## config.mk

```make
export PLATFORM = sky130hd
export DESIGN_NAME = sacal_ram
export DESIGN_NICKNAME = d
export VERILOG_FILES = /design/src/design/sacal_ram.sv
export SDC_FILE = /design/constraint.sdc
export NUM_CORES = 1
export LEC_CHECK = 0
export BUFFER_PORTS_ARGS = -buffer_cell sky130_fd_sc_hd__buf_2
export CAP_MARGIN = 15
export CORE_AREA = 4 4 218 220
export DETAILED_ROUTE_END_ITERATION = 10
export DIE_AREA = 0 0 222 224
export PLACE_DENSITY = 0.65
export SLEW_MARGIN = 20
export SYNTH_ARGS = -nofsm -noshare
export SYNTH_HDL_FRONTEND = slang
export SYNTH_SLANG_ARGS = --single-unit
export TNS_END_PERCENT = 100
```

## constraint.sdc

```tcl
create_clock -name clk -period 2.69 [get_ports clk]
set_input_delay 0.269 -clock clk [delete_from_list [all_inputs] [get_ports clk]]
set_output_delay 0.269 -clock clk [all_outputs]
set_load 0.02 [all_outputs]
```

## src/design/sacal_ram.sv

```systemverilog
module sacal_ram #(
  parameter int WIDTH = 8,
  parameter int DEPTH = 64
) (
  input  logic                                     clk,
  input  logic                                     we,
  input  logic [((DEPTH > 1) ? $clog2(DEPTH) : 1)-1:0] waddr,
  input  logic [WIDTH-1:0]                         wdata,
  input  logic                                     re,
  input  logic [((DEPTH > 1) ? $clog2(DEPTH) : 1)-1:0] raddr,
  output logic [WIDTH-1:0]                         rdata
);

  logic [WIDTH-1:0] mem [DEPTH];

  always_ff @(posedge clk) begin
    if (we) begin
      mem[waddr] <= wdata;
    end
    if (re) begin
      rdata <= mem[raddr];
    end
  end

endmodule

```

# Yosys cells after proc, flatten, opt, wreduce, memory -nomap -nowiden
# Memories as Yosys holds them, arrays and structs flattened. A register that Yosys moved wholly into a read port is not among the register bits.
# Cells that the tools add are included.
# Widths: inputs -> output; s select.
# word_totals
reg_bits	0
latch_bits	0
mem_bits_rw	512
romBits	0
mem_count	1
# mem_list
memory	depth	width	read_ports	rd_clocked_by_memory_dff	wr	line_no	text
mem	64	8	1	1	1	14	logic [WIDTH-1:0] mem [DEPTH];
# op_classes
addsub	0
n_mul	0
div	0
n_lt_le_gt_ge	0
eq_ne	0
shifts	0
mux	2
n_bitwise	0
reduce_logical	0
# ops
cell	count
$mux 1	2

# Logic depth before layout (Yosys ltp)
# logic_depth
ltp_word	2
depth_mapped	9
ltp_nobuf	5

# Worst setup path after synthesis
# Ideal clock, no wire load.
# synth_path
path_type	input to register
startpoint	input raddr[1] (netlist name)
endpoint	register rdata[3] (read register of mem) (data pin)
t_arrival_ps	1809
t_required_ps	2424
path_slack_ps	615
cell_stages	7
n_path_buf	3
cell_sequence	buf_4 buf_2 buf_2 mux4_2 mux4_2 o21ai_1 o41ai_1
# synth_rtl
element	line_no	text
start, declared	10	input logic [((DEPTH > 1) ? $clog2(DEPTH) : 1)-1:0] raddr,
end, declared	11	output logic [WIDTH-1:0] rdata

==> impl_summary.txt <==
----------------------------------------------------
[STA]
  Hold Vio Cnt, Final ... 0
  RSZ-0062 raised after global routing ... no
  Setup tns final ... 0 ps
  Worst rel slew slack ... 50.5%
  Post-route clock skew ... 19.6 ps
  Post-route clock period utilization ... 77.1%
  Worst hold-check slack ... 94.1 ps
  Total setup violations reported at the end of the flow ... 0
  Worst slew pin tran ... 742 ps
  Shortest period the worst path allows ... 2070 ps
  Maximum clock frequency ... 482 MHz
  Final Slew Violations ... 0

[Clock tree]
  Clock transition at the registers of the reported paths ... 70 ps
  Number of gates given a new drive strength after cts ... 0
  Master cell of the clock root buffer ... sky130_fd_sc_hd__clkbuf_16
  Cts bufs inserted ... 49
  Post-CTS setup buffers ... 0
  Clock tree from TritonCTS ... built
  Clock H-tree levels ... 2
  Max clock buf depth ... 3
  Hold_buf cts ... 0
  TritonCTS Sinks ... 520
  Clock latency on the worst-skew pair ... 560 ps

[Routing]
  DRC violations left ... 0
  Via density per instance ... 5.73
  Post-detailed-routing wire length ... 45,300 um
  Pre-antenna DRT Iters ... 5
  First-iteration detailed-routing DRC count ... 1,098
  Via count ... 9,900
  Antenna violation net count after detailed routing ... 0
  Wire length per cell ... 26.2 um

[Floorplan]
  Area inside the core boundary ... 45,300 um2
  Initial standard-cell utilization of the core ... 44.7%
  Number of rows in the core area ... 78
  Die Wd ... 222 um
  Vertical extent of the die ... 224 um
  Overall die area ... 49,700 um2
  Num ports ... 31

[Placement]
  Number of buffer cells added on primary ports ... 30
  Weighted congestion at the end of routability-driven global placement ... 0.812
  HPWL after DPL ... 29,700 um

[Layout]
  Final design utilization ... 52.0%
  Proportion of layout cells with a drive suffix above 1 ... 32.7%
  Commonest non-fill, non-tap cells in the layout ... sky130_fd_sc_hd__edfxtp_1 (520), sky130_fd_sc_hd__mux4_2 (126), sky130_fd_sc_hd__buf_4 (115)
  Antenna diode count ... 0
  Most common library cell in the layout ignoring fill and taps ... sky130_fd_sc_hd__edfxtp_1
  Number of nets in the final layout ... 1,116
  Layout-stage area growth over the synthesis result ... 16.3%

[Synthesis]
  Ys async rst share ... 0%
  Number of flops mapped to enable cells by yosys ... 520
  Post-synthesis net count ... 963
  Count of different cell masters after synthesis ... 39
  Yosys warning total ... 0
  Sequential-to-total area share from yosys stat ... 77.1%
  Gate Count Post-Synth ... 940
  Synth Area per Inst ... 21.5 um2
  Primary FF master, synth ... sky130_fd_sc_hd__edfxtp_1
  Cell area after technology mapping ... 20,200 um2
  Register bit total from synthesis ... 520

[Global routing]
  Largest net degree at the start of global routing ... 65
  GRT busiest layer ... met2
  Number of global-route vias before repair ... 10,100
  Global-route wire length before repair ... 67,600 um
  Global routing met1 resource utilization ... 26.2%
  Met3 track utilization from global routing ... 3.63%
  Initial antenna violation count ... 2
  Met2 Resource Use GR ... 28.5%
  Global route overflow ... 0
  Global routing usage summed across all routing layers ... 18.2%

[Critical path]
  Crit end category ... flop
  CP arrival ... 2370 ps
  Launching element type of the critical path ... flop
  Slowest cell on crit path ... sky130_fd_sc_hd__mux4_2
  Critical Setup Path Class ... flop to flop
  Most frequent cell on the critical path ... sky130_fd_sc_hd__mux4_2
  Cell Chain, Critical Path ... mux4_2, mux4_2, nor2_1, o32ai_1
  Peak fanout along the critical path ... 1
  CP required ... 2990 ps
  Maximum cell stage delay along the critical path ... 530 ps

[Hold path]
  Path category of the worst min-delay check ... input port to flop

[Pwr]
  Peak ir drop on the vdd network ... 0.413 mV
  Leakage ... 7.58 nW
  Total power density per cell area ... 724 nW/um2

[Status]
  Result of the run ... completed

[Run]
  Max-cap violations ... 0

----------------------------------------------------
-- final timing paths --
kind / startpoint / cells past startpoint / end / slack (ps)
setup / recovery: mem[55][6] / 4 / rdata[6] / 620
hold / removal: re / 1 / rdata[2] / 90
hold reg to reg: mem[22][0] / 4 / rdata[0] / 900
setup reg to reg: mem[55][6] / 4 / rdata[6] / 620
-- layout make-up --
cell class / count / area, um2
fillers: 3530 / 21700
flip-flops and latches: 520 / 15600
multi-input cells: 369 / 4320
clock buffers: 55 / 1250
repair buffers: 153 / 1210
well taps: 600 / 751
clock inverters: 30 / 402
-- sequential cells by signal, indices dropped and copies added (netlist names) --
signal,count
mem,512
rdata,8
-- power by group --
group / total, mW / switching, mW / internal [mW] / leakage, nW
clock: 7.13 / 2.85 / 4.28 / 0.807
combinational: 0.891 / 0.534 / 0.357 / 2.08
sequential: 9.01 / 0.0256 / 8.98 / 4.69
total: 17.0 / 3.41 / 13.6 / 7.58
-- kinds of logic (layout without fill, tap and decap cells) --
| kind of cell | after synthesis | after routing | share of synthesized area [%] |
|---|---|---|---|
| flops | 520 | 520 | 77.1 |
| buf+inv | 51 | 238 | 1.56 |
| simple gates | 153 | 153 | 3.37 |
| compound gates | 54 | 54 | 2.06 |
| mux | 162 | 162 | 15.9 |
-- cell usage after synthesis (all sizes together) (7+ instances only) --
master	instances	area share, %
nand2b	7	0.22
mux2i	23	1.1
buf	34	1.2
mux4	126	14
edfxtp	520	77
nor3	7	0.17
mux2	13	0.72
clkbuf	17	0.32
nand2	19	0.35
o221ai	8	0.35
o22ai	8	0.25
nor2b	14	0.43
nand3	13	0.32
nor2	83	1.5
-- worst max-delay path: cells and delay by family, from the launching register on --
kind	cells	cell delay, ps
AND/OR/NAND/NOR	1	270
flip-flops	1	350
multiplexers	2	1050
AO/OA/AOI/OAI	1	150
-- per-layer routing --
| layer | vias up | part of all wire [%] |
|---|---|---|
| met1 | 5199 | 42 |
| met5 | - | 0.075 |
| li1 | 4234 | - |
| met3 | 83 | 7.2 |
| met2 | 380 | 48 |
| met4 | 4 | 3.5 |
-- metrics by stage --
step / cells / worst slack (ps) / total power [mW] / cell area, um2
2_1_floorplan: 940 / 615 / 9.66 / 20200
3_3_place_gp: 1642 / 105 / 10.1 / 21900
3_5_place_dp: 1642 / 91.6 / 10.1 / 21900
4_1_cts: 1727 / 628 / 17.2 / 23500
5_1_grt: 1727 / 586 / 17.6 / 23500
6_report: 1727 / 616 / 17.0 / 23500
Note: power is estimated with default switching activity, not from simulation.
