## config.mk

```make
export PLATFORM = sky130hd
export DESIGN_NAME = sacal_addr
export DESIGN_NICKNAME = d
export VERILOG_FILES = /design/src/design/sacal_pkg.sv /design/src/design/sacal_addr.sv
export SDC_FILE = /design/constraint.sdc
export NUM_CORES = 1
export LEC_CHECK = 0
export BUFFER_PORTS_ARGS = -buffer_cell sky130_fd_sc_hd__buf_2
export CAP_MARGIN = 40
export CORE_MARGIN = 2
export CORE_UTILIZATION = 45
export DETAILED_ROUTE_END_ITERATION = 6
export PLACE_DENSITY = 0.71
export SKIP_LAST_GASP = 1
export SYNTH_ARGS = -nofsm -noshare
export SYNTH_HDL_FRONTEND = slang
export SYNTH_SLANG_ARGS = --single-unit
```

## constraint.sdc

```tcl
create_clock -name vclk -period 17.18
set_clock_uncertainty 0.1 [all_clocks]
set_input_delay 3.436 -clock vclk [all_inputs]
set_output_delay 3.436 -clock vclk [all_outputs]
set_load 0.03 [all_outputs]
```

## src/design/sacal_pkg.sv

```systemverilog
package sacal_pkg;

  localparam int DEF_MAX_SET_BITS = 6;
  localparam int DEF_MAX_WAYS     = 8;

  localparam int TAG_W      = 32;
  localparam int AGE_W      = 8;
  localparam int TOTAL_W    = 32;
  localparam int CFG_IDX_W  = 2;
  localparam int CFG_DATA_W = 6;

  localparam logic [AGE_W-1:0] AGE_TOP = 8'd255;

  localparam logic [CFG_IDX_W-1:0] CFG_SET_BITS    = 2'd0;
  localparam logic [CFG_IDX_W-1:0] CFG_BLOCK_BITS  = 2'd1;
  localparam logic [CFG_IDX_W-1:0] CFG_WAYS_IN_USE = 2'd2;

  typedef enum logic [1:0] {
    MODE_LOAD   = 2'd0,
    MODE_STORE  = 2'd1,
    MODE_MODIFY = 2'd2,
    MODE_FETCH  = 2'd3
  } mode_t;

  typedef struct packed {
    mode_t       mode;
    logic [63:0] address;
  } in_item_t;

  typedef struct packed {
    logic               was_ignored;
    logic               was_hit;
    logic               was_eviction;
    logic [2:0]         way_touched;
    logic [TOTAL_W-1:0] total_hits;
    logic [TOTAL_W-1:0] total_misses;
    logic [TOTAL_W-1:0] total_evictions;
  } out_item_t;

  typedef struct packed {
    logic             valid;
    logic [TAG_W-1:0] tag;
    logic [AGE_W-1:0] age;
  } line_t;

  typedef struct packed {
    logic hit;
    logic evict;
  } lkp_flags_t;

  function automatic logic [TOTAL_W-1:0] sat_add(input logic [TOTAL_W-1:0] v,
                                                 input logic [1:0] n);
    logic [TOTAL_W:0] s;
    s = {1'b0, v} + {{(TOTAL_W-1){1'b0}}, n};
    return s[TOTAL_W] ? {TOTAL_W{1'b1}} : s[TOTAL_W-1:0];
  endfunction

endpackage

```

## src/design/sacal_addr.sv

```systemverilog
module sacal_addr #(
  parameter int MAX_SET_BITS = sacal_pkg::DEF_MAX_SET_BITS
) (
  input  logic [63:0]                                    address,
  input  logic [2:0]                                     set_bits,
  input  logic [5:0]                                     block_bits,
  output logic [((MAX_SET_BITS > 0) ? MAX_SET_BITS : 1)-1:0] set_o,
  output logic [sacal_pkg::TAG_W-1:0]                    tag_o
);
  import sacal_pkg::*;

  localparam int SET_W = (MAX_SET_BITS > 0) ? MAX_SET_BITS : 1;

  logic [3:0]  sb;
  logic [6:0]  tag_shamt;
  logic [63:0] set_sh;
  logic [63:0] tag_sh;

  always_comb begin
    sb = ({1'b0, set_bits} > 4'(MAX_SET_BITS)) ? 4'(MAX_SET_BITS) : {1'b0, set_bits};
    set_sh = address >> block_bits;
    for (int i = 0; i < SET_W; i++) begin
      set_o[i] = set_sh[i] & (4'(i) < sb);
    end
    tag_shamt = {1'b0, block_bits} + {3'b000, sb};
    tag_sh = address >> tag_shamt;
    tag_o = tag_sh[TAG_W-1:0];
  end

endmodule

```

# == Yosys cells after proc, flatten, opt, wreduce, memory -nomap -nowiden ==
# Index checks and enable logic that the tools add are counted.
# word_totals
wordCells,17
ff_bits,0
# op_classes
shifts,2
bitwise,6
n_lt_le_gt_ge,7
n_mux,1
n_addsub,1
# op_table
cell,count
64-bit by 6-bit right shift with 6-bit output,1
64-bit by 7-bit right shift with 32-bit output,1
6-bit by 3-bit adder with 7-bit output,1
1-bit AND,6
"1-bit by 3-bit less-than comparator with 1-bit output, first input constant",2
"2-bit by 3-bit less-than comparator with 1-bit output, first input constant",2
"3-bit less-than comparator, first input constant",2
"3-bit > comparator, second input constant",1
3-bit 2-to-1 mux,1

# == Logic depth before layout (Yosys ltp) ==
# Gate-level depths: netlist (run 1).
# logic_depth
word_depth,4
depth_mapped,14
depth_no_buf,12

# == Worst setup path before layout (run 1) ==
# Ideal clock, no wire load.
# synth_timing
path_type,in2out
start,in block_bits[1]
end,out tag_o[13] (netlist bit)
path_stages,14
setup_slack_ps,6562
arrival_time_ps,7082
cell_sequence,clkbuf_1 buf_2 buf_1 inv_1 fa_1 xnor2_4 buf_6 buf_4 mux2i_1 mux2i_1 mux2i_1 mux2i_1 a221oi_1 a311oi_1
# synth_between
elab_chain_len,2
# synth_rtl
element,line_no,source
from (decl),sacal_addr.sv:6,"input logic [5:0] block_bits,"
6-bit by 3-bit adder with 7-bit output,sacal_addr.sv:25,"tag_shamt = {1'b0, block_bits} + {3'b000, sb};"
64-bit by 7-bit right shift with 32-bit output,sacal_addr.sv:26,tag_sh = address >> tag_shamt;
to (decl),sacal_addr.sv:8,output logic [sacal_pkg::TAG_W-1:0] tag_o
# Every way passes these cells.

# == Worst setup path after layout (run 1) ==
# layout_timing
start,in block_bits[1]
end,out tag_o[15] (netlist bit)
# The elaborated chain is that of the path after synthesis.

==> summary.txt, run 1 <==
Final layout
  • Total Nets Final: 883
  • Post-Layout Cell Count: 988
  • Area growth syn-to-layout: 9.062%
  • Share of layout cells above drive strength 1: 30.85%
  • Final core utilization: 50.15%
  • CLK BUF: 0
  • Register area: 0 um^2
  • Sequential cell count: 0
  • Most frequent cells in the layout: mux2i_1 (172), buf_2 (110), mux4_2 (92)
  • Commonest non-fill, non-tap cell in the layout: mux2i_1
  • Ant diodes: 0
  • FILL cells: 1410

Drt
  • Number of DRC markers in iteration 0: 1301
  • Avg Vias per Cell: 7.296
  • Residual DRC: 0
  • Routed Antenna Nets: 0
  • Post-Route WL: 24.46 mm
  • DR vias: 7208
  • Detailed Routing Iterations Pass 1: 6
  • Routed WL per cell: 24.76 um

Flow run
  • Max-cap violations: 0

Place
  • Placed cell count: 988
  • GPL Wtd Cong: 0.9833
  • HPWL after DPL: 18.42 mm
  • Port Buffer Count: 111

Floorplan
  • Die width: 125.9 um
  • Starting Density: 45.98%
  • # IOs: 111
  • Core area: 0.01453 mm^2
  • Die Y: 125.9 um
  • Num rows: 44
  • Die area: 0.01584 mm^2

Power
  • Clock share of power: 0%
  • Pwr dens: 67.21 mW/mm^2
  • Max rail drop VDD: 37.09 uV
  • Reg power frac: 0%
  • Comb power frac: 100.0%
  • Internal Power: 0.1864 mW
  • Switch share: 61.95%
  • Psw: 0.3035 mW
  • Static Leakage: 3.051 nW
  • Total power: 0.4899 mW

STA
  • Fin. max-slew vios: 0
  • Number of hold violations in the final report: 0
  • Setup TNS: 0 ns
  • Worst hold margin: 7.220 ns
  • Max-slew headroom: 38.40%
  • Unrepaired setup endpoints after global routing: no
  • Period utilization: 65.47%
  • Slew at the pin closest to its max-slew limit: 0.9205 ns
  • Fmax: 0.08891 GHz
  • Setup violators final: 0
  • Final Critical Period: 11.25 ns

Yosys
  • Synthesized Nets: 827
  • Post-Syn Area: 0.006683 mm^2
  • Synth warn: 0
  • Yosys cell types: 71
  • Share of the yosys chip area belonging to registers: 0%
  • Post-Syn Instances: 750
  • Syn Area/Cell: 8.910 um^2

GRT
  • GRT Resource Usage Total: 29.50%
  • First-pass GRT wire length: 38.36 mm
  • Number of global-route vias before repair: 6650
  • Largest net degree at the start of global routing: 61
  • Grt ovf: 0
  • Antenna violations before repair: 1

Critical path
  • Critical Path Sink Type: primary output
  • Crit path kind: in -> out
  • CP Launch Type: input port
  • Crit Path Max Fanout: 60
  • CP Data Required Time: 13.64 ns
  • WP data arrival: 7.71 ns

Clock network
  • Post_cts resized: 0
  • Post-CTS setup buffers: 0
  • Cts hold-fix bufs: 0

Worst hold path
  • Worst Hold Class: in -> out

Outcome
  • Outcome: complete, no violations
-- critical path, stage by stage --
cell and delay (ns):
buf_2 0.07, buf_4 0.58, inv_1 0.23, fa_2 0.58
buf_4 0.53, inv_2 0.37, buf_4 0.41, or4_1 0.62
a21oi_1 0.16, o221ai_1 0.16, nor3_1 0.24, buf_2 0.25
-- through the flow --
stage,cell area (um^2),worst slack [ns]
detailed placement,7288,6.053
floorplan,6683,6.562
global placement,7241,5.789
global route,7288,5.756
CTS,7288,6.047
finish,7288,5.933
-- Yosys cell counts, types with 10 or more instances --
master | number | area, um^2
nor2_1 | 36 | 135.1
nand3_1 | 22 | 110.1
a21oi_1 | 32 | 160.2
mux2_2 | 13 | 146.4
mux4_2 | 92 | 2072
o21ai_1 | 10 | 50.05
nor2b_1 | 14 | 87.58
and2_1 | 11 | 68.82
buf_2 | 21 | 105.1
mux2i_1 | 172 | 1722
nor3_1 | 17 | 85.08
o21ai_0 | 28 | 140.1
nand2_1 | 85 | 319.1
o211ai_1 | 13 | 97.59
clkbuf_1 | 36 | 135.1
-- area by class of cell --
class                           count  area (um^2)  area share [%]
Multi-Input combinational cell    668         6299           86.42
Timing Repair Buffer              129        725.7           9.957
Tap cell                          184        230.2           3.159
Inverter                            7        33.78          0.4635
-- metal layers --
layer / part of all wire, % / wire length [um] / global-route usage, %
met3: 11 / 2607 / 3.951
met2: 48 / 11660 / 49.25
met4: 2.5 / 610 / 6.464
met1: 39 / 9584 / 41.11
met5: 0 / 0 / 0
-- final timing paths --
check  cells past startpoint        end           from  slack [ns]
max                       12  tag_o[15]  block_bits[1]        5.93
min                        3   set_o[0]    set_bits[0]        7.22
-- logic make-up (layout without fill, tap and decap cells) --
| group | count (synthesis) | in the layout | synth area share (%) |
|---|---|---|---|
| simple gates | 203 | 203 | 13.86 |
| mux | 279 | 279 | 59.30 |
| fa+ha+maj | 4 | 4 | 0.8613 |
| xor+xnor | 8 | 8 | 1.723 |
| buf+inv | 82 | 136 | 6.179 |
| compound gates | 174 | 174 | 18.09 |
-- power groups by stage --
stage | Clock [mW] | Sequential, mW | Combinational (mW)
finish | 0 | 0 | 0.490
global route | 0 | 0 | 0.517
CTS | 0 | 0 | 0.477
detailed placement | 0 | 0 | 0.475
global placement | 0 | 0 | 0.470
floorplan | 0 | 0 | 0.352
No activity file was read; power rests on OpenSTA's default activity.
==> run 2, diff against run 1 <==
Clock period 17.18 ns to 10.4 ns, I/O delays scaled along.
==> run 2 against run 1 <==
Against the previous run:
- die area did not move
- sequential cell count unchanged
- core utilization fell by 0.22 points
- first-iteration DRC count is 12% lower
- non-clock buffer count did not move
- hold slack worse by 2.7 ns
- power rose by 64%
- count of clock-buffer cells in the layout unchanged
- wire length decreased by 1.4%
- critical path depth increased by 1
- critical endpoint is now tag_o[13]
- largest power group unchanged
==> summary.txt, run 2 (synthesis gave the netlist of run 1 again) <==
Outcome
  • Outcome: complete, no violations

Clock network
  • Post-CTS setup buffers: 0
  • Cts hold-fix bufs: 0
  • Post_cts resized: 0

STA
  • Fmax: 0.1206 GHz
  • Setup TNS: 0 ns
  • Fin. max-slew vios: 0
  • Max-slew headroom: 43.12%
  • Unrepaired setup endpoints after global routing: no
  • Setup violators final: 0
  • Period utilization: 79.71%
  • Final Critical Period: 8.290 ns
  • Slew at the pin closest to its max-slew limit: 0.8531 ns
  • Number of hold violations in the final report: 0

Critical path
  • CP Launch Type: input port
  • Crit Path Max Fanout: 37
  • CP Data Required Time: 8.22 ns
  • Critical Path Sink Type: primary output
  • WP data arrival: 6.11 ns
  • Crit path kind: in -> out

Drt
  • Routed WL per cell: 24.41 um
  • Avg Vias per Cell: 7.335
  • Post-Route WL: 24.12 mm
  • Routed Antenna Nets: 0
  • Residual DRC: 0
  • DR vias: 7247
  • Detailed Routing Iterations Pass 1: 6
  • Number of DRC markers in iteration 0: 1140

GRT
  • Antenna violations before repair: 0
  • Number of global-route vias before repair: 6599
  • Grt ovf: 0
  • GRT Resource Usage Total: 29.31%
  • First-pass GRT wire length: 37.98 mm
  • Largest net degree at the start of global routing: 57

Final layout
  • Sequential cell count: 0
  • Ant diodes: 0
  • Share of layout cells above drive strength 1: 30.85%
  • Most frequent cells in the layout: mux2i_1 (172), buf_2 (110), mux4_2 (92)
  • FILL cells: 1432
  • Total Nets Final: 883
  • CLK BUF: 0
  • Area growth syn-to-layout: 8.575%
  • Fin area: 0.007256 mm^2
  • Register area: 0 um^2
  • Commonest non-fill, non-tap cell in the layout: mux2i_1

Power
  • Clock share of power: 0%
  • Reg power frac: 0%
  • Comb power frac: 100.0%
  • Psw: 0.4958 mW
  • Max rail drop VDD: 60.33 uV
  • Switch share: 61.87%
  • Static Leakage: 3.039 nW
  • Pwr dens: 110.5 mW/mm^2
  • Internal Power: 0.3056 mW

Floorplan
  • Core area: 0.01453 mm^2
  • Die width: 125.9 um
  • # IOs: 111
  • Num rows: 44
  • Die Y: 125.9 um
  • Die area: 0.01584 mm^2
  • Starting Density: 45.98%

Worst hold path
  • Worst Hold Class: in -> out

Place
  • HPWL after DPL: 18.41 mm
  • Port Buffer Count: 111
  • GPL Wtd Cong: 1.018
  • Dpl cell area: 0.007256 mm^2

Flow run
  • Max-cap violations: 0
-- run 2: changes by cell type in the layout (fill, tap and decap cells not counted) --
cell,change
buf_12,-1
buf_16,-1
buf_4,+2
-- run 2: stage by stage --
stage               instances  utilization (%)  power [mW]  worst slack (ns)  hold WS (ns)
finish                    988            49.92      0.8014             2.110         4.502
global route              988            49.92      0.8475             1.842         4.525
CTS                       988            49.92      0.7809             2.185         4.501
detailed placement        988            49.92      0.7766             2.193         4.495
global placement          986            49.82      0.7724             2.241         4.492
floorplan                 750                -      0.5818             2.494         4.243
-- run 2: path summary, 6_finish.rpt --
kind,from,end,slack (ns),cells past startpoint
hold / removal,set_bits[0],set_o[0],4.50,3
setup / recovery,block_bits[1],tag_o[13],2.11,13
-- run 2: layout make-up --
type	instances	area (um^2)	share of cell area [%]
multi-input combinational	668	6299	86.81
timing repair buffer	129	693.2	9.553
tap	184	230.2	3.173
inverter	7	33.78	0.4656
-- run 2: power by group through the flow --
stage | registers, mW | clock network (mW) | logic, mW
finish | 0 | 0 | 0.801
CTS | 0 | 0 | 0.781
global route | 0 | 0 | 0.848
global placement | 0 | 0 | 0.772
detailed placement | 0 | 0 | 0.777
floorplan | 0 | 0 | 0.582
-- run 2: per-layer routing --
layer  vias to the layer above  global-route usage, %  wire [um]
met3                        83                  2.974       2492
li1                       3146                      -          -
met2                       533                  47.89      11320
met1                      3485                  41.63       9459
met5                         -                      0          0
met4                         0                  8.209        850
-- run 2: critical path, cell delays in order --
cell	delay [ns]
buf_2	0.39
buf_4	0.49
inv_1	0.19
fa_2	0.47
xnor2_4	0.18
buf_4	0.43
mux2i_1	0.18
mux2i_1	0.44
mux2i_1	0.17
mux2i_1	0.36
a221oi_1	0.14
a311oi_1	0.31
buf_2	0.25
