<file path="src/design/sacal_pkg.sv">
package sacal_pkg;

  localparam int DEF_MAX_SET_BITS = 6;
  localparam int DEF_MAX_WAYS     = 8;

  localparam int TAG_W      = 32;
  localparam int AGE_W      = 8;
  localparam int TOTAL_W    = 32;
  localparam int CFG_IDX_W  = 2;
  localparam int CFG_DATA_W = 6;

  localparam logic [AGE_W-1:0] AGE_TOP = 8'd255;

  localparam logic [CFG_IDX_W-1:0] CFG_SET_BITS    = 2'd0;
  localparam logic [CFG_IDX_W-1:0] CFG_BLOCK_BITS  = 2'd1;
  localparam logic [CFG_IDX_W-1:0] CFG_WAYS_IN_USE = 2'd2;

  typedef enum logic [1:0] {
    MODE_LOAD   = 2'd0,
    MODE_STORE  = 2'd1,
    MODE_MODIFY = 2'd2,
    MODE_FETCH  = 2'd3
  } mode_t;

  typedef struct packed {
    mode_t       mode;
    logic [63:0] address;
  } in_item_t;

  typedef struct packed {
    logic               was_ignored;
    logic               was_hit;
    logic               was_eviction;
    logic [2:0]         way_touched;
    logic [TOTAL_W-1:0] total_hits;
    logic [TOTAL_W-1:0] total_misses;
    logic [TOTAL_W-1:0] total_evictions;
  } out_item_t;

  typedef struct packed {
    logic             valid;
    logic [TAG_W-1:0] tag;
    logic [AGE_W-1:0] age;
  } line_t;

  typedef struct packed {
    logic hit;
    logic evict;
  } lkp_flags_t;

  function automatic logic [TOTAL_W-1:0] sat_add(input logic [TOTAL_W-1:0] v,
                                                 input logic [1:0] n);
    logic [TOTAL_W:0] s;
    s = {1'b0, v} + {{(TOTAL_W-1){1'b0}}, n};
    return s[TOTAL_W] ? {TOTAL_W{1'b1}} : s[TOTAL_W-1:0];
  endfunction

endpackage

</file>
<file path="src/design/sacal_lookup.sv">
module sacal_lookup #(
  parameter int MAX_WAYS = sacal_pkg::DEF_MAX_WAYS
) (
  input  sacal_pkg::line_t [MAX_WAYS-1:0]              row_i,
  input  logic [sacal_pkg::TAG_W-1:0]                  tag_i,
  input  logic [$clog2(MAX_WAYS+1)-1:0]                ways_i,
  output sacal_pkg::line_t [MAX_WAYS-1:0]              row_o,
  output logic [((MAX_WAYS > 1) ? $clog2(MAX_WAYS) : 1)-1:0] way_o,
  output sacal_pkg::lkp_flags_t                        flags_o
);
  import sacal_pkg::*;

  localparam int WAY_W  = (MAX_WAYS > 1) ? $clog2(MAX_WAYS) : 1;
  localparam int WCNT_W = $clog2(MAX_WAYS + 1);

  logic             hit_found;
  logic [WAY_W-1:0] hit_way;
  logic             inv_found;
  logic [WAY_W-1:0] inv_way;
  logic             vic_found;
  logic [WAY_W-1:0] vic_way;
  logic [AGE_W-1:0] vic_age;

  always_comb begin
    hit_found = 1'b0;
    hit_way   = '0;
    inv_found = 1'b0;
    inv_way   = '0;
    vic_found = 1'b0;
    vic_way   = '0;
    vic_age   = '0;
    for (int w = 0; w < MAX_WAYS; w++) begin
      if (WCNT_W'(w) < ways_i) begin
        if (row_i[w].valid) begin
          if (!hit_found && row_i[w].tag == tag_i) begin
            hit_found = 1'b1;
            hit_way   = WAY_W'(w);
          end
          if (!vic_found || row_i[w].age < vic_age) begin
            vic_found = 1'b1;
            vic_way   = WAY_W'(w);
            vic_age   = row_i[w].age;
          end
        end else if (!inv_found) begin
          inv_found = 1'b1;
          inv_way   = WAY_W'(w);
        end
      end
    end

    flags_o.hit   = hit_found;
    flags_o.evict = !hit_found && !inv_found;
    way_o = hit_found ? hit_way : (inv_found ? inv_way : vic_way);

    row_o = row_i;
    for (int w = 0; w < MAX_WAYS; w++) begin
      if (WCNT_W'(w) < ways_i) begin
        if (row_i[w].age != '0) begin
          row_o[w].age = row_i[w].age - AGE_W'(1);
        end
        if (way_o == WAY_W'(w)) begin
          row_o[w].age = AGE_TOP;
          if (!hit_found) begin
            row_o[w].valid = 1'b1;
            row_o[w].tag   = tag_i;
          end
        end
      end
    end
  end

endmodule

</file>
<file path="config.mk">
export PLATFORM = sky130hd
export DESIGN_NAME = sacal_lookup
export DESIGN_NICKNAME = d
export VERILOG_FILES = /design/src/design/sacal_pkg.sv /design/src/design/sacal_lookup.sv
export SDC_FILE = /design/constraint.sdc
export NUM_CORES = 1
export LEC_CHECK = 0
export ABC_AREA = 1
export BUFFER_PORTS_ARGS = -buffer_cell sky130_fd_sc_hd__buf_2
export CORE_AREA = 2 2 267 269
export DETAILED_ROUTE_END_ITERATION = 10
export DIE_AREA = 0 0 269 271
export GPL_TIMING_DRIVEN = 0
export PLACE_DENSITY = 0.39
export SLEW_MARGIN = 20
export SYNTH_ARGS = -nofsm -noshare
export SYNTH_HDL_FRONTEND = slang
export SYNTH_SLANG_ARGS = --single-unit
</file>
<file path="constraint.sdc">
create_clock -name vclk -period 24.3
set_clock_uncertainty 0.05 [all_clocks]
set_input_delay 1.215 -clock vclk [all_inputs]
set_output_delay 1.215 -clock vclk [all_outputs]
set_load 0.03 [all_outputs]
</file>
; Yosys cells after proc, flatten, opt, wreduce, memory -nomap -nowiden
; Index checks and enable logic that the tools add are counted.
[totals]
regBits = 0
input_bits = 364
output_inout_bits = 333
word_cells = 255
[classes]
n_addsub = 8
n_lt_le_gt_ge = 15
n_eq_ne = 15
n_mux = 177
n_reduce_logical = 40
[op_table]
columns = cell, count
row1 = two-way mux 41 bit, 16
row2 = two-way mux 33 bit, 8
row3 = equality test 32 bit, 8
row4 = two-way mux 8 bit, 28
row5 = two-way mux 3 bit, 56
row6 = two-way mux 1 bit, 69
row7 = nonzero test 8 bit, 8
row8 = subtractor 8 x 1 -> 8 bit (second input constant), 8
row9 = < comparator 8 bit, 7
row10 = logical NOT 1 bit, 16
row11 = < comparator 3 x 4 -> 1 bit (first input constant), 4
row12 = equality test 3 bit (second input constant), 4
row13 = logical AND 1 bit, 8
row14 = < comparator 1 x 4 -> 1 bit (first input constant), 2
row15 = < comparator 2 x 4 -> 1 bit (first input constant), 2
row16 = logical OR 1 bit, 7
row17 = equality test 3 x 2 -> 1 bit (second input constant), 2
row18 = equality test 3 x 1 -> 1 bit (second input constant), 1
row19 = logical NOT 3 bit, 1

; Logic depth before layout (Yosys ltp)
; Gate-level depths: netlist (run 1).
[logic_depth]
word_depth = 43
depth_mapped = 100
depth_no_buf = 92

; Worst setup path after synthesis (run 1)
; OpenSTA, ideal clock, no wires.
[synth_timing]
path_kind = in2out
startpoint = input port ways_i[3]
endpoint = output port row_o[283] in the netlist's numbering
arrival_time_ns = 11.361
required_ns = 23.035
slack_ns = 11.674
path_stages = 84
path_buffers = 8
cell_sequence = nor2_4 > inv_4 > nor2_8 > inv_4 > nor2_8 > nor2_4 > buf_6 > nand2_1 > ha_1 > a21oi_1 > nand2_1 > nand2_1 > nand2_1 > nand2_1 > nand2_1 > nand2_2 > nand2_2 > clkbuf_1 > (+48 left out) > nand2_2 > clkbuf_1 > o21ai_0 > ha_1 > a21oi_1 > nor2_1 > a211oi_1 > nand2_1 > nand2_1 > nand2_2 > nand2_1 > nand2_1 > nand2_2 > nand2_1 > nor2_2 > nand2_1 > clkbuf_1 > o21ai_0
[synth_lines]
columns = item, line_no
row1 = "start, declared", sacal_lookup.sv:6  ; input logic [$clog2(MAX_WAYS+1)-1:0] ways_i,
row2 = "end, declared", sacal_lookup.sv:7  ; output sacal_pkg::line_t [MAX_WAYS-1:0] row_o,

==> results of run 1 <==
## final cells by class
| class | instances | area share |
|---|---|---|
| diodes | 17 | 0.002452 |
| well taps | 940 | 0.06778 |
| inverters | 303 | 0.06598 |
| repair buffers | 668 | 0.1938 |
| plain buffers | 107 | 0.02985 |
| multi-input cells | 2081 | 0.6402 |
## cells in the mapped netlist (3+ instances only)
library cell,n
sky130_fd_sc_hd__nand2_1,758
sky130_fd_sc_hd__inv_1,290
sky130_fd_sc_hd__nor2_1,205
sky130_fd_sc_hd__o21ai_0,202
sky130_fd_sc_hd__o21ai_1,105
sky130_fd_sc_hd__xor2_1,105
sky130_fd_sc_hd__xnor2_1,95
sky130_fd_sc_hd__nand4_1,88
sky130_fd_sc_hd__nand3_1,86
sky130_fd_sc_hd__nor4_1,77
sky130_fd_sc_hd__clkbuf_1,71
sky130_fd_sc_hd__ha_1,65
sky130_fd_sc_hd__nor3_1,57
sky130_fd_sc_hd__or2_2,56
sky130_fd_sc_hd__a21oi_1,42
sky130_fd_sc_hd__buf_2,25
sky130_fd_sc_hd__nand2_2,18
sky130_fd_sc_hd__a22oi_1,13
sky130_fd_sc_hd__nand3b_1,12
sky130_fd_sc_hd__a31oi_1,11
sky130_fd_sc_hd__o31ai_1,10
sky130_fd_sc_hd__o211ai_1,9
sky130_fd_sc_hd__a211oi_1,7
sky130_fd_sc_hd__o2111ai_1,7
sky130_fd_sc_hd__buf_4,6
sky130_fd_sc_hd__clkinv_1,6
sky130_fd_sc_hd__nor3b_1,6
sky130_fd_sc_hd__o22ai_1,6
sky130_fd_sc_hd__and3_1,5
sky130_fd_sc_hd__buf_6,5
sky130_fd_sc_hd__nor4b_1,5
sky130_fd_sc_hd__inv_2,4
sky130_fd_sc_hd__nor2_2,4
sky130_fd_sc_hd__a32oi_1,3
sky130_fd_sc_hd__and2_1,3
sky130_fd_sc_hd__inv_4,3
sky130_fd_sc_hd__nor2_4,3
sky130_fd_sc_hd__o221ai_1,3
## worst paths after layout
kind	startpoint	end	slack, ns	cells after the start
worst max-delay path	ways_i[3]	row_o[147]	8.00	84
worst min-delay path	row_i[15]	row_o[15]	2.76	4
## layout by cell type (no fill, tap or decap), types with 7 or more instances in the layout
cell	n
sky130_fd_sc_hd__a211oi_1	7
sky130_fd_sc_hd__a21oi_1	42
sky130_fd_sc_hd__a22oi_1	13
sky130_fd_sc_hd__a31oi_1	11
sky130_fd_sc_hd__buf_2	690
sky130_fd_sc_hd__buf_4	7
sky130_fd_sc_hd__clkbuf_1	51
sky130_fd_sc_hd__clkbuf_2	20
sky130_fd_sc_hd__diode_2	17
sky130_fd_sc_hd__ha_1	65
sky130_fd_sc_hd__inv_1	290
sky130_fd_sc_hd__nand2_1	758
sky130_fd_sc_hd__nand2_2	18
sky130_fd_sc_hd__nand3_1	86
sky130_fd_sc_hd__nand3b_1	12
sky130_fd_sc_hd__nand4_1	88
sky130_fd_sc_hd__nor2_1	203
sky130_fd_sc_hd__nor3_1	57
sky130_fd_sc_hd__nor4_1	77
sky130_fd_sc_hd__o2111ai_1	7
sky130_fd_sc_hd__o211ai_1	9
sky130_fd_sc_hd__o21ai_0	202
sky130_fd_sc_hd__o21ai_1	104
sky130_fd_sc_hd__o31ai_1	9
sky130_fd_sc_hd__or2_2	56
sky130_fd_sc_hd__xnor2_1	95
sky130_fd_sc_hd__xor2_1	105
## tightest hold or removal path: cells and delay by family
family	cells	cell delay [ns]
buf+inv	2	0.29
simple gates	2	0.10
## metrics by stage
step,cell area [sq um],std cells
detailed placement,17310,4099
global placement,17240,4096
finish,17350,4116
global route,17310,4099
CTS,17310,4099
floorplan,12730,2491
## layer usage
layer,vias up,track usage,wire length [um]
met5,-,0,123
met4,18,0.1652,7758
met3,256,0.06162,9790
met2,1164,0.5309,56050
met1,9742,0.4052,51050
li1,9599,-,-
## logic make-up (layout without fill, tap and decap cells)
group,count (synthesis),after routing,share of synthesized area
buf+inv,410,1078,0.1286
fa+ha+maj,65,65,0.06388
xor+xnor,200,200,0.1376
simple gates,1388,1388,0.4850
compound gates,428,428,0.1849
other cells,0,17,0
==> tab_implementation.tex, run 1 <==
\begin{tabular}{lr}
\hline
Metric & Value \\
\hline
\multicolumn{2}{l}{\textbf{Routing}} \\
\quad Drt drc & 0 \\
\quad Via-per-instance ratio & 5.048 \\
\quad DRT Wirelength & 124800 um \\
\quad Number of violations reported at the end of detailed-routing iteration 0 & 1933 \\
\quad Vias after detailed routing & 20779 \\
\quad Detail-routed net length per standard cell & 30.31 um \\
\quad Post-detailed-route count of antenna-violating nets & 0 \\
\quad TritonRoute pass-1 iters & 6 \\
\multicolumn{2}{l}{\textbf{Placed design}} \\
\quad Placed wire-length estimate after detailed placement & 106500 um \\
\quad Setup WS pre-CTS & 7.930 ns \\
\quad Buffers on Ports & 665 \\
\quad Gp weighted congestion & 0.9855 \\
\multicolumn{2}{l}{\textbf{Floorplanning}} \\
\quad Core area & 0.06979 sq mm \\
\quad Die X-Extent & 269 um \\
\quad Number of primary I/O pins & 697 \\
\quad Initial Utilization & 0.1824 \\
\quad Floorplan die height & 271 um \\
\quad Die Area & 0.07290 sq mm \\
\quad Number of placement rows & 97 \\
\multicolumn{2}{l}{\textbf{Worst setup path}} \\
\quad Critical path class & input port to output pin \\
\quad Worst EP required & 23.03 ns \\
\quad Crit-path most repeated cell & sky130\_fd\_sc\_hd\_\_nand2\_1 \\
\quad Worst-path maximum fanout & 10 \\
\quad Category of the worst setup path capture point & output pin \\
\quad Max incr delay on CP & 0.84 ns \\
\quad Crit path DAT & 15.03 ns \\
\quad Top Family by Delay on Critical Path & simple AND/OR/NAND/NOR gates \\
\quad Critical Path Source Type & input port \\
\quad CP Buf/Inv Count & 13 \\
\quad CP max-delay cell & sky130\_fd\_sc\_hd\_\_o21ai\_0 \\
\multicolumn{2}{l}{\textbf{CTS}} \\
\quad Hold-fix buffers at CTS & 0 \\
\quad \# Post-CTS Setup Buffers & 0 \\
\quad Number of cells upsized or downsized after cts & 0 \\
\multicolumn{2}{l}{\textbf{Cells and area}} \\
\quad Final cell utilization of the core & 0.2486 \\
\quad Fill cell total of the finished layout & 8473 \\
\quad Fraction of layout instances using a drive strength above 1 & 0.2596 \\
\quad Seq cells & 0 \\
\quad Combined area of the multi-input logic cells & 0.01111 sq mm \\
\quad Nets & 3590 \\
\quad Storage cell area & 0 sq um \\
\quad CLK BUF & 0 \\
\quad Layout-stage area growth over the synthesis result & 36.28\% \\
\multicolumn{2}{l}{\textbf{STA}} \\
\quad Total negative slack for setup checks & 0 ns \\
\quad Final Max Tran Viols & 0 \\
\quad Minimum period implied by the final worst setup slack & 16.30 ns \\
\quad Worst slack on hold paths & 2.764 ns \\
\quad Fmax & 61.36 MHz \\
\quad Period utilisation layout & 0.6707 \\
\quad Unrepaired setup endpoints after global routing & no \\
\quad Hold violation count in the final report & 0 \\
\quad Worst slew pin tran & 1.207 ns \\
\quad Setup Viol. Count Final & 0 \\
\quad Worst setup slack after layout & 8.002 ns \\
\quad Worst-case headroom to the max-slew limit & 0.1952 \\
\multicolumn{2}{l}{\textbf{GRT}} \\
\quad Total GRT Usage & 0.3256 \\
\quad First-pass GRT wire length & 163300 um \\
\quad Largest net degree at the start of global routing & 11 \\
\quad Via count of the first global-routing pass & 20138 \\
\quad Overflow left after global routing & 0 \\
\quad Initial antenna violation count & 33 \\
\multicolumn{2}{l}{\textbf{Logic synthesis}} \\
\quad Count of different cell masters after synthesis & 50 \\
\quad Cells after synthesis & 2491 \\
\quad Synthesized Nets & 2920 \\
\quad Cell taking the most area after synthesis & sky130\_fd\_sc\_hd\_\_nand2\_1 \\
\quad Area fraction of the dominant cell type after synthesis & 0.2235 \\
\quad Top post-synthesis cells by area & sky130\_fd\_sc\_hd\_\_nand2\_1 (22\%), sky130\_fd\_sc\_hd\_\_inv\_1 (8.5\%), sky130\_fd\_sc\_hd\_\_o21ai\_0 (7.9\%) \\
\quad Yosys warnings & 0 \\
\quad Avg Cell Area, Syn & 5.111 sq um \\
\quad Share of the yosys chip area belonging to registers & 0 \\
\quad Post-Synthesis Cell Area & 0.01273 sq mm \\
\multicolumn{2}{l}{\textbf{Run}} \\
\quad Count of max-cap constraint violations & 0 \\
\multicolumn{2}{l}{\textbf{Min path}} \\
\quad Class of the worst hold path & input port to output pin \\
\multicolumn{2}{l}{\textbf{Status}} \\
\quad Run status & finished, final reports clean \\
\hline
\end{tabular}
==> run 2: changes to the inputs <==
CORE_AREA = 2 2 272 274   (was 2 2 267 269)
DIE_AREA = 0 0 274 276   (was 0 0 269 271)
clock period = 13.51 ns   (was 24.3 ns; I/O delays follow)
==> run 2 against run 1 <==
Net effect:
- cell count grew 1.1%
- critical endpoint is now row_o[324]
- worst hold slack lost 1.1 ns
- sequential cell count is the same
- sequential share of layout area is the same
- non-clock buffer count grew 20
- setup slack lost 7.0 ns
- routed wire length grew 3.2%
- first-iteration DRC count grew 0.47%
- critical path type unchanged
- utilization grew 0.16 points
- via count grew 1.9%
==> tab_implementation.tex, run 2 (same netlist as run 1, synthesis figures left out) <==
\begin{tabular}{lr}
\hline
Metric & Value \\
\hline
\multicolumn{2}{l}{\textbf{Status}} \\
\quad Run status & finished, final reports clean \\
\multicolumn{2}{l}{\textbf{Worst setup path}} \\
\quad CP max-delay cell & sky130\_fd\_sc\_hd\_\_ha\_1 \\
\quad Critical Path Source Type & input port \\
\quad Crit-path most repeated cell & sky130\_fd\_sc\_hd\_\_nand2\_1 \\
\quad Max incr delay on CP & 0.32 ns \\
\quad Worst setup startpoint & ways\_i[3] \\
\quad Worst-path maximum fanout & 10 \\
\quad Worst EP required & 12.78 ns \\
\quad Crit path DAT & 11.83 ns \\
\quad Top Family by Delay on Critical Path & simple AND/OR/NAND/NOR gates \\
\quad Critical path class & input port to output pin \\
\quad Category of the worst setup path capture point & output pin \\
\quad CP Buf/Inv Count & 14 \\
\multicolumn{2}{l}{\textbf{Routing}} \\
\quad Detail-routed net length per standard cell & 30.96 um \\
\quad Drt drc & 0 \\
\quad Number of violations reported at the end of detailed-routing iteration 0 & 1942 \\
\quad DRT Wirelength & 128800 um \\
\quad Via-per-instance ratio & 5.090 \\
\quad TritonRoute pass-1 iters & 6 \\
\quad Post-detailed-route count of antenna-violating nets & 0 \\
\quad Vias after detailed routing & 21176 \\
\multicolumn{2}{l}{\textbf{Cells and area}} \\
\quad Commonest non-fill, non-tap cell in the layout & sky130\_fd\_sc\_hd\_\_nand2\_1 \\
\quad Storage cell area & 0 sq um \\
\quad Seq cells & 0 \\
\quad CLK BUF & 0 \\
\quad Layout-stage area growth over the synthesis result & 42.67\% \\
\quad Nets & 3610 \\
\quad Leading cell types in the layout, fill and taps excluded & sky130\_fd\_sc\_hd\_\_nand2\_1 (749), sky130\_fd\_sc\_hd\_\_buf\_2 (629), sky130\_fd\_sc\_hd\_\_inv\_1 (290) \\
\quad Final cell utilization of the core & 0.2503 \\
\quad Fraction of layout instances using a drive strength above 1 & 0.2825 \\
\quad Count of placed standard cells in the final layout, fillers left out & 4160 \\
\multicolumn{2}{l}{\textbf{Floorplanning}} \\
\quad Initial Utilization & 0.1754 \\
\quad Core area & 0.07259 sq mm \\
\quad Floorplan die height & 276 um \\
\quad Die X-Extent & 274 um \\
\quad Number of placement rows & 99 \\
\quad Number of primary I/O pins & 697 \\
\quad Die Area & 0.07562 sq mm \\
\multicolumn{2}{l}{\textbf{STA}} \\
\quad Unrepaired setup endpoints after global routing & yes \\
\quad Final Max Tran Viols & 0 \\
\quad Minimum period implied by the final worst setup slack & 12.55 ns \\
\quad Hold violation count in the final report & 0 \\
\quad Worst slack on hold paths & 1.685 ns \\
\quad Total negative slack for setup checks & 0 ns \\
\quad Setup Viol. Count Final & 0 \\
\quad Worst setup slack after layout & 0.9594 ns \\
\quad Worst-case headroom to the max-slew limit & 0.1476 \\
\quad Period utilisation layout & 0.9290 \\
\quad Fmax & 79.68 MHz \\
\quad Worst slew pin tran & 1.279 ns \\
\multicolumn{2}{l}{\textbf{Power and ir drop}} \\
\quad Worst voltage drop across the vdd grid & 43.19 uV \\
\quad Power density over the cells & 60.28 mW/mm\^{}2 \\
\quad Leakage power figure & 9.631 nW \\
\multicolumn{2}{l}{\textbf{Placed design}} \\
\quad Buffers on Ports & 665 \\
\quad Gp weighted congestion & 0.9974 \\
\quad Inst Count DP & 4119 \\
\quad Placed wire-length estimate after detailed placement & 108900 um \\
\quad Setup WS pre-CTS & -1.628 ns \\
\multicolumn{2}{l}{\textbf{GRT}} \\
\quad Via count of the first global-routing pass & 20553 \\
\quad Initial antenna violation count & 38 \\
\quad First-pass GRT wire length & 169200 um \\
\quad Overflow left after global routing & 0 \\
\quad Total GRT Usage & 0.3227 \\
\quad Largest net degree at the start of global routing & 11 \\
\multicolumn{2}{l}{\textbf{Min path}} \\
\quad Start point of the worst hold path & row\_i[307] \\
\quad Class of the worst hold path & input port to output pin \\
\multicolumn{2}{l}{\textbf{Run}} \\
\quad Count of max-cap constraint violations & 0 \\
\multicolumn{2}{l}{\textbf{CTS}} \\
\quad Hold-fix buffers at CTS & 0 \\
\hline
\end{tabular}
==> run 2: cell types whose count changed in the layout (fill, tap and decap cells not counted), moves of 9 or more <==
cell	before	now
sky130_fd_sc_hd__buf_6	6	15
sky130_fd_sc_hd__buf_4	7	72
sky130_fd_sc_hd__o21ai_0	202	167
sky130_fd_sc_hd__clkbuf_1	51	28
sky130_fd_sc_hd__clkbuf_4	0	11
sky130_fd_sc_hd__buf_2	690	629
sky130_fd_sc_hd__nand2_1	758	749
sky130_fd_sc_hd__o21ai_1	104	126
==> run 2: final cells by class <==
type	count	area [sq um]
tap	959	1200
fill	8871	54420
multi-input combinational	2081	11360
antenna	22	55.05
inverter	303	1157
buffer	107	726.9
timing repair buffer	688	3661
==> run 2: worst paths after layout <==
path,end,cells past startpoint
max,row_o[324],86
min,row_o[307],4
==> run 2: routing by layer <==
| metal | wire (um) | track usage |
|---|---|---|
| met5 | 69 | 0 |
| met4 | 7793 | 0.1598 |
| met3 | 9584 | 0.05524 |
| met2 | 58280 | 0.5310 |
| met1 | 53080 | 0.4030 |
==> run 2: repair_timing <==
action | 4_1_cts | 5_1_grt
setup endpoints to repair | 329 | 331
setup buffers | 5 | 11
hold endpoints to repair | 0 | 0
gates resized for setup | 159 | 82
cloned | 0 | 3
pin swaps | 4 | 13
==> run 2: stage by stage <==
step                area [sq um]  power (mW)
finish                     18160       1.095
global route               18120       1.163
CTS                        17810       1.062
floorplan                  12730      0.5998
global placement           17260       1.037
detailed placement         17340       1.033
==> run 2: where the power goes <==
| group | internal [mW] | total [mW] | leakage (nW) | switching, mW |
|---|---|---|---|---|
| logic | 0.311 | 1.10 | 9.63 | 0.784 |
| clock network | 0.000000167 | 0.000000167 | 0.000139 | 0 |
| registers | 0 | 0 | 0 | 0 |
| total | 0.311 | 1.10 | 9.63 | 0.784 |
(Power assumes the default switching activity.)
==> run 3: changes to the inputs <==
CAP_MARGIN = 10   (was default)
RECOVER_POWER = 50   (was default)
==> run 3 against run 2 <==
Net effect:
- routed wire length about the same
- cell count about the same
- utilization about the same
- global-route usage unchanged
- first-iteration DRC count increased by 5.3%
- sequential cell count unchanged
- highest routed layer unchanged
- setup slack got worse by 0.020 ns
- via count about the same
- worst hold slack improved by 0.0028 ns
==> tab_implementation.tex, run 3 (same netlist as run 1, synthesis figures left out) <==
\begin{tabular}{lr}
\hline
Metric & Value \\
\hline
\multicolumn{2}{l}{\textbf{Status}} \\
\quad Run status & finished, final reports clean \\
\multicolumn{2}{l}{\textbf{Power and ir drop}} \\
\quad Total power draw & 1.094 mW \\
\quad Power density over the cells & 60.25 mW/mm\^{}2 \\
\quad Leakage power figure & 9.631 nW \\
\quad Worst voltage drop across the vdd grid & 43.28 uV \\
\multicolumn{2}{l}{\textbf{STA}} \\
\quad Worst slew pin tran & 1.275 ns \\
\quad Total negative slack for setup checks & 0 ns \\
\quad Fmax & 79.55 MHz \\
\quad Unrepaired setup endpoints after global routing & yes \\
\quad Setup Viol. Count Final & 0 \\
\quad Worst setup slack after layout & 0.9391 ns \\
\quad Period utilisation layout & 0.9305 \\
\quad Final Max Tran Viols & 0 \\
\quad Minimum period implied by the final worst setup slack & 12.57 ns \\
\quad Hold violation count in the final report & 0 \\
\quad Worst-case headroom to the max-slew limit & 0.1500 \\
\multicolumn{2}{l}{\textbf{Cells and area}} \\
\quad Count of placed standard cells in the final layout, fillers left out & 4158 \\
\quad Storage cell area & 0 sq um \\
\quad Fraction of layout instances using a drive strength above 1 & 0.2825 \\
\quad Fill cell total of the finished layout & 8874 \\
\quad Nets & 3610 \\
\quad Leading cell types in the layout, fill and taps excluded & sky130\_fd\_sc\_hd\_\_nand2\_1 (749), sky130\_fd\_sc\_hd\_\_buf\_2 (629), sky130\_fd\_sc\_hd\_\_inv\_1 (290) \\
\quad Seq cells & 0 \\
\quad Commonest non-fill, non-tap cell in the layout & sky130\_fd\_sc\_hd\_\_nand2\_1 \\
\quad CLK BUF & 0 \\
\quad Layout-stage area growth over the synthesis result & 42.63\% \\
\multicolumn{2}{l}{\textbf{Floorplanning}} \\
\quad Number of primary I/O pins & 697 \\
\quad Floorplan die height & 276 um \\
\quad Number of placement rows & 99 \\
\quad Core area & 0.07259 sq mm \\
\quad Initial Utilization & 0.1754 \\
\quad Die X-Extent & 274 um \\
\quad Die Area & 0.07562 sq mm \\
\multicolumn{2}{l}{\textbf{Placed design}} \\
\quad Gp weighted congestion & 0.9974 \\
\quad Placed wire-length estimate after detailed placement & 108900 um \\
\quad Buffers on Ports & 665 \\
\quad Setup WS pre-CTS & -1.628 ns \\
\quad Inst Count DP & 4119 \\
\multicolumn{2}{l}{\textbf{GRT}} \\
\quad Overflow left after global routing & 0 \\
\quad First-pass GRT wire length & 169200 um \\
\quad Via count of the first global-routing pass & 20553 \\
\quad Largest net degree at the start of global routing & 11 \\
\quad Total GRT Usage & 0.3227 \\
\quad Initial antenna violation count & 38 \\
\multicolumn{2}{l}{\textbf{Run}} \\
\quad Count of max-cap constraint violations & 0 \\
\multicolumn{2}{l}{\textbf{CTS}} \\
\quad Hold-fix buffers at CTS & 0 \\
\multicolumn{2}{l}{\textbf{Routing}} \\
\quad Number of violations reported at the end of detailed-routing iteration 0 & 2045 \\
\quad TritonRoute pass-1 iters & 6 \\
\quad Via-per-instance ratio & 5.094 \\
\quad Post-detailed-route count of antenna-violating nets & 0 \\
\quad Drt drc & 0 \\
\quad Detail-routed net length per standard cell & 30.97 um \\
\quad DRT Wirelength & 128800 um \\
\quad Vias after detailed routing & 21181 \\
\multicolumn{2}{l}{\textbf{Worst setup path}} \\
\quad Category of the worst setup path capture point & output pin \\
\quad Critical Path Source Type & input port \\
\quad CP max-delay cell & sky130\_fd\_sc\_hd\_\_ha\_1 \\
\quad Critical path class & input port to output pin \\
\quad Worst EP required & 12.78 ns \\
\quad Worst-path maximum fanout & 10 \\
\quad Crit path DAT & 11.85 ns \\
\quad Crit-path most repeated cell & sky130\_fd\_sc\_hd\_\_nand2\_1 \\
\quad Max incr delay on CP & 0.32 ns \\
\multicolumn{2}{l}{\textbf{Min path}} \\
\quad Class of the worst hold path & input port to output pin \\
\hline
\end{tabular}
[run 3: path summary, 6_finish.rpt]
| check | depth (start not counted) | to | slack (ns) | from |
|---|---|---|---|---|
| setup / recovery | 86 | row_o[198] | 0.94 | ways_i[3] |
| hold / removal | 4 | row_o[313] | 1.69 | row_i[313] |
[run 3: area by class of cell]
type | instances | area (sq um) | area share
multi-input cells | 2081 | 11360 | 0.6258
inverters | 303 | 1157 | 0.06373
diodes | 20 | 50.05 | 0.002756
repair buffers | 688 | 3661 | 0.2016
well taps | 959 | 1200 | 0.06607
plain buffers | 107 | 726.9 | 0.04003
[run 3: through the flow]
step	hold WS (ns)	instance area, sq um	utilization
global route	1.697	18120	0.2497
floorplan	1.474	12730	-
detailed placement	1.688	17340	0.2389
global placement	1.679	17260	0.2378
CTS	1.689	17810	0.2454
finish	1.688	18160	0.2502
[run 3: timing repair]
| action | 4_1_cts | 5_1_grt |
|---|---|---|
| setup endpoints to repair | 329 | 331 |
| setup buffers | 5 | 11 |
| cloned | 0 | 3 |
| pin swaps | 4 | 13 |
| resized for setup | 159 | 82 |
[run 3: report_power, final]
group,leakage [nW],total [mW],switching (mW),internal [mW]
registers,0,0,0,0
clock network,0.000130,0.000000163,0,0.000000163
logic,9.63,1.09,0.783,0.312
[run 3: metal layers]
metal | up-vias | global-route usage | wire [um]
met4 | 10 | 0.1598 | 8155
met1 | 10099 | 0.4030 | 52870
met2 | 1163 | 0.5310 | 57910
met5 | - | 0 | 69
met3 | 267 | 0.05524 | 9772
li1 | 9642 | - | -
[run 3: critical path, delay by kind of cell]
kind | cells | cell delay (ns)
and+or+nand+nor | 44 | 3.83
buffers and inverters | 15 | 2.47
AOI/OAI and AO/OA | 20 | 2.80
adders and majority gates | 7 | 2.04
